==> src/sv/slr_pkg.sv <==
// package for the scaling list reconstruction block
// holds phase and controller state codes, command/status structs and default tables
// no dependencies
package slr_pkg;

  localparam logic [7:0] COEF_START = 8'd8;
  localparam logic [7:0] DC_DEFAULT = 8'd16;
  localparam logic [7:0] FLAT_COEF  = 8'd16;

  // which syntax element is expected next
  typedef enum logic [1:0] {
    PH_FLAG  = 2'd0,
    PH_DELTA = 2'd1,
    PH_DC    = 2'd2,
    PH_COEF  = 2'd3
  } phase_e;

  typedef enum logic [1:0] {
    ST_IDLE    = 2'd0,
    ST_EVAL    = 2'd1,
    ST_CP_RD   = 2'd2,
    ST_CP_EMIT = 2'd3
  } ctl_state_e;

  typedef struct packed {
    logic accept;
    logic single;
    logic copy_init;
    logic copy_read;
    logic copy_emit;
  } ctl_cmd_t;

  typedef struct packed {
    logic copy_go;
    logic copy_last;
    logic out_free;
  } dp_status_t;

  localparam logic [7:0] DFLT_INTRA [64] = '{
    8'd16, 8'd16, 8'd16, 8'd16, 8'd16, 8'd16, 8'd16, 8'd16,
    8'd16, 8'd16, 8'd17, 8'd16, 8'd17, 8'd16, 8'd17, 8'd18,
    8'd17, 8'd18, 8'd18, 8'd17, 8'd18, 8'd21, 8'd19, 8'd20,
    8'd21, 8'd20, 8'd19, 8'd21, 8'd24, 8'd22, 8'd22, 8'd24,
    8'd24, 8'd22, 8'd22, 8'd24, 8'd25, 8'd25, 8'd27, 8'd30,
    8'd27, 8'd25, 8'd25, 8'd29, 8'd31, 8'd35, 8'd35, 8'd31,
    8'd29, 8'd36, 8'd41, 8'd44, 8'd41, 8'd36, 8'd47, 8'd54,
    8'd54, 8'd47, 8'd65, 8'd70, 8'd65, 8'd88, 8'd88, 8'd115
  };

  localparam logic [7:0] DFLT_INTER [64] = '{
    8'd16, 8'd16, 8'd16, 8'd16, 8'd16, 8'd16, 8'd16, 8'd16,
    8'd16, 8'd16, 8'd17, 8'd17, 8'd17, 8'd17, 8'd17, 8'd18,
    8'd18, 8'd18, 8'd18, 8'd18, 8'd18, 8'd20, 8'd20, 8'd20,
    8'd20, 8'd20, 8'd20, 8'd20, 8'd24, 8'd24, 8'd24, 8'd24,
    8'd24, 8'd24, 8'd24, 8'd24, 8'd25, 8'd25, 8'd25, 8'd25,
    8'd25, 8'd25, 8'd25, 8'd28, 8'd28, 8'd28, 8'd28, 8'd28,
    8'd28, 8'd33, 8'd33, 8'd33, 8'd33, 8'd33, 8'd41, 8'd41,
    8'd41, 8'd41, 8'd54, 8'd54, 8'd54, 8'd71, 8'd71, 8'd91
  };

endpackage

==> src/sv/slr_ctrl.sv <==
// controller state machine for the scaling list reconstruction block
// depends on slr_pkg
module slr_ctrl import slr_pkg::*; (
  input  logic       clk_i,
  input  logic       rst_ni,
  input  logic       in_valid_i,
  output logic       in_stall_o,
  input  dp_status_t status_i,
  output ctl_cmd_t   cmd_o
);

  ctl_state_e state_q, state_d;

  always_ff @(posedge clk_i or negedge rst_ni) begin
    if (!rst_ni) begin
      state_q <= ST_IDLE;
    end else begin
      state_q <= state_d;
    end
  end

  always_comb begin
    state_d = state_q;
    case (state_q)
      ST_IDLE: begin
        if (in_valid_i) state_d = ST_EVAL;
      end
      ST_EVAL: begin
        if (status_i.copy_go) state_d = ST_CP_RD;
        else if (status_i.out_free) state_d = ST_IDLE;
      end
      ST_CP_RD: begin
        state_d = ST_CP_EMIT;
      end
      ST_CP_EMIT: begin
        if (status_i.out_free) state_d = status_i.copy_last ? ST_IDLE : ST_CP_RD;
      end
      default: begin
        state_d = ST_IDLE;
      end
    endcase
  end

  always_comb begin
    cmd_o = '0;
    case (state_q)
      ST_IDLE: begin
        cmd_o.accept = in_valid_i;
      end
      ST_EVAL: begin
        cmd_o.copy_init = status_i.copy_go;
        cmd_o.single    = !status_i.copy_go && status_i.out_free;
      end
      ST_CP_RD: begin
        cmd_o.copy_read = 1'b1;
      end
      ST_CP_EMIT: begin
        cmd_o.copy_emit = status_i.out_free;
      end
      default: begin
        cmd_o = '0;
      end
    endcase
  end

  assign in_stall_o = (state_q != ST_IDLE);

endmodule

==> config.mk <==
export PLATFORM = sky130hd
export DESIGN_NAME = slr_ctrl
export DESIGN_NICKNAME = d
export VERILOG_FILES = /design/src/sv/slr_pkg.sv /design/src/sv/slr_ctrl.sv
export SDC_FILE = /design/constraint.sdc
export NUM_CORES = 1
export LEC_CHECK = 0
export ABC_AREA = 1
export BUFFER_PORTS_ARGS = -buffer_cell sky130_fd_sc_hd__buf_2
export CELL_PAD_IN_SITES_DETAIL_PLACEMENT = 0
export CELL_PAD_IN_SITES_GLOBAL_PLACEMENT = 1
export CORE_AREA = 2 2 39 41
export DETAILED_ROUTE_END_ITERATION = 8
export DIE_AREA = 0 0 41 43
export PLACE_DENSITY_LB_ADDON = 0.05
export RECOVER_POWER = 100
export SYNTH_ARGS = -nofsm -noshare
export SYNTH_HDL_FRONTEND = slang
export SYNTH_SLANG_ARGS = --single-unit
export TNS_END_PERCENT = 10
==> constraint.sdc <==
create_clock -name clk_i -period 0.8 [get_ports clk_i]
set_input_delay 0 -clock clk_i [delete_from_list [all_inputs] [get_ports clk_i]]
set_output_delay 0 -clock clk_i [all_outputs]
set_load 0.1 [all_outputs]
== Word level (Yosys, flattened, before mapping) ==
Cells that the tools add are included.
Cells by class
  muxes and demuxes: 10
  reduce and logical (&&, ||, !) cells: 5
  equal/unequal tests: 6
Operator list (count)
  $mux W2: 6
  $pmux W2 S4: 1
  $eq A2 B2 Y1 const B: 2
  $ne A2 B2 Y1 const B: 2
  $mux W1: 3
  $ne A3 B3 Y1 const B: 1
  $reduce_and A3 Y1: 1
  $eq A2 B1 Y1 const B: 1
  $logic_not A2 Y1: 1
  $reduce_bool A2 Y1: 1
  $logic_and A1 B1 Y1: 1
  $logic_not A1 Y1: 1
Storage, ports and cells
  register bits: 2
  output and inout bits: 6

== Logic depth before layout (Yosys ltp) ==
  depth in word-level cells: 3
  mapped depth: 4

== Worst setup path after synthesis ==
OpenSTA, ideal clock, no wires.
  path kind: reg2out
  start point: register state_q[0]
  end point: output port cmd_o[4] in the netlist's numbering
  arrival time: 1.787 ns
  data required time: 0.800 ns
  path buffers: 0
  cell stages (with the launch flop): 4
  setup slack: -0.987 ns
  cell sequence: dfrtp_1 -> inv_2 -> nand2_1 -> nor2_1
RTL lines
  start: declaration: RTL line slr_ctrl.sv:12  | ctl_state_e state_q, state_d;
  start signal: assignment: RTL line slr_ctrl.sv:18  | state_q <= state_d;
  end: declaration: RTL line slr_ctrl.sv:9  | output ctl_cmd_t cmd_o

==> summary.md <==
| Metric | Value |
|---|---|
| Post-Synthesis Net Count | `27` |
| Startpoint Class | `flop` |
| FMAX | `0.9007 GHz` |
| Clk buf depth | `2` |
| Critical Path AT | `1.11 ns` |
| Via density | `3.695` |
| CTS tree | `done` |
| I/O Buffers | `11` |
| Synth Register Bits | `2` |
| Num CTS Buffers | `3` |
| Netlist cell types | `10` |
| Largest net degree at the start of global routing | `5` |
| Final Skew | `0.007817 ns` |
| Crit path time final | `1.110 ns` |
| Slew HR | `88.75%` |
| R2R depth | `5` |
| Final worst-path cycle share | `138.8%` |
| Yosys top cell area share | `36.70%` |
| Largest regs | `state_q (2)` |
| Fraction of layout instances using a drive strength above 1 | `79.07%` |
| Register area share after synthesis | `36.70%` |
| CP Depth | `3` |
| Critical-path cell list | `buf_4 > nor2_4 > buf_12` |
| Outcome | `finished, violations left` |
| Slowest cell on the critical path | `dfrtp_2` |
| Top cells by area, synth | `dfrtp_1 (37%), nand2_1 (19%), nor2_1 (8.3%)` |
| Initial Util | `9.855%` |
| Antenna Nets Post-Route | `0` |
| Via count | `218` |
| Hold Path Cell Cnt | `3` |
| Max Cap Viol | `0` |
| Area leader, netlist | `dfrtp_1` |
| DRT iter0 DRCs | `3` |
| WL per Instance | `8.695 um` |
| Worst-Skew Late Latency | `0.23 ns` |
| Syn Inst Count | `21` |
| Final net count | `50` |
| Synth warn | `0` |
| CTS HTree Levels | `1` |
| Vias in the first global route | `200` |
| DRC errors left | `0` |
| CP delay by family, top | `flip-flops` |
| Initial antenna violation count | `0` |
| Non-Filler Instances | `59` |
| Hold Vio Cnt, Final | `0` |
| Rows | `14` |
| Buffers & Inverters on Critical Path | `2` |
| Core Footprint | `1384 um^2` |
| Worst hold path class | `input port to flop` |
| First-pass GRT wire length | `828 um` |
| Worst path required time | `0.80 ns` |
| Critical path type | `flop to output port` |
| Die W | `41 um` |
| Failing checks | `setup timing` |
| Pins over their slew limit | `0` |
| DRT Wirelength | `513 um` |
| Die ar. | `1763 um^2` |
| Post-Syn Area | `136.4 um^2` |
| Final Setup Violations | `8` |
| Max reg flops | `2` |
| GP Congestion | `0.5895` |
| Max incr delay on CP | `0.44 ns` |
| GR Overflow Total | `0` |
| Placed cell count | `52` |
| CTS Sinks | `2` |
| Fin util | `32.10%` |
| Crit-path max FO | `4` |
| Syn avg cell area | `6.494 um^2` |
| Crit end category | `output port` |
| RSZ-0062 raised after global routing | `true` |
| Most flops, register | `state_q` |
| Ports | `12` |
| Inserted Diodes | `0` |
| Height of the die | `43 um` |
| Setup ws final | `-0.3103 ns` |
| Worst slew pin tran | `0.1682 ns` |
| Overall Global Routing Usage | `7.136%` |
| Area delta synth->final | `225.7%` |
| TritonRoute pass-1 iters | `4` |
| Pre-CTS setup slack | `-0.1695 ns` |
| Clk slew on worst S/H paths | `0.03 ns` |
| Root buffer cell | `clkbuf_4` |
==> metal layers <==
layer  vias up  part of all wire, %  global-route usage, %  wire (um)
met3         0                   12                  3.665         60
li1        108                    -                      -          -
met4         0                    0                  4.000          0
met5         -                    0                      0          0
met2        10                   50                  10.00        258
met1       100                   38                  8.387        193
==> area by class of cell <==
type	count	area [um^2]
fill	152	939.7
timing repair buffer	18	206.4
multi-input combinational	16	123.9
sequential	2	52.55
clock buffer	4	26.28
tap	16	20.02
inverter	3	15.01
==> cells in the mapped netlist (all sizes together) <==
master	instances
dfrtp	2
inv	3
nand2	8
nand3	2
nor2	4
nor3	1
o21ai	1
==> cell families (layout without fill, tap and decap cells) <==
| family | Yosys count | after routing | share of synthesized area [%] |
|---|---|---|---|
| compound gates | 1 | 1 | 3.666 |
| buf+inv | 3 | 25 | 8.256 |
| flops | 2 | 2 | 36.70 |
| simple gates | 15 | 15 | 51.39 |
==> per-stage QoR <==
step / cell area, um^2 / hold slack (ns) / TNS, ns
global placement: 372.9 / -0.2151 / -1.103
global route: 444.2 / 0.03888 / -2.389
finish: 444.2 / 0.01509 / -2.038
CTS: 445.4 / 0.01527 / -2.175
floorplan: 177.7 / -0.2956 / -2.286
detailed placement: 372.9 / -0.2145 / -1.024
==> worst paths after layout <==
kind	start	endpoint	slack, ns
hold reg to reg	state_q[1]	state_q[1]	0.57
setup / recovery	state_q[1]	cmd_o[4]	-0.31
min in group asynchronous	rst_ni	state_q[0]	0.08
hold / removal	in_valid_i	state_q[0]	0.02
setup reg to reg	state_q[0]	state_q[0]	-0.20
max in group asynchronous	rst_ni	state_q[1]	0.57
==> what timing repair did <==
| action | CTS | global route |
|---|---|---|
| endpoints found under the setup margin | 8 | 8 |
| pin swaps | 3 | 1 |
| setup buffers | 2 | 0 |
| hold buffers | 1 | 0 |
| endpoints found under the hold margin | 2 | 0 |
| resized for setup | 6 | 0 |
==> layout by cell type, fill, tap and decap left out <==
cell type	instances
buf_12	6
nand2_1	5
buf_2	4
buf_4	4
nor2_4	3
clkbuf_4	3
inv_2	2
nand3_2	2
nand2_2	2
clkbuf_1	2
buf_6	2
dfrtp_2	2
clkinvlp_4	1
nand2_4	1
nor3_4	1
nor2_2	1
o21ai_0	1
dlygate4sd3_1	1
==> worst register-to-register path, stage by stage (launching register included) <==
cell and delay (ns):
dfrtp_2 0.43, inv_2 0.05, buf_4 0.14, buf_4 0.13
o21ai_0 0.07, nand2_1 0.07
Power is left out: the tool's default activity adds up to more than one toggle a clock period on the data nets, which glitch-free logic cannot reach.
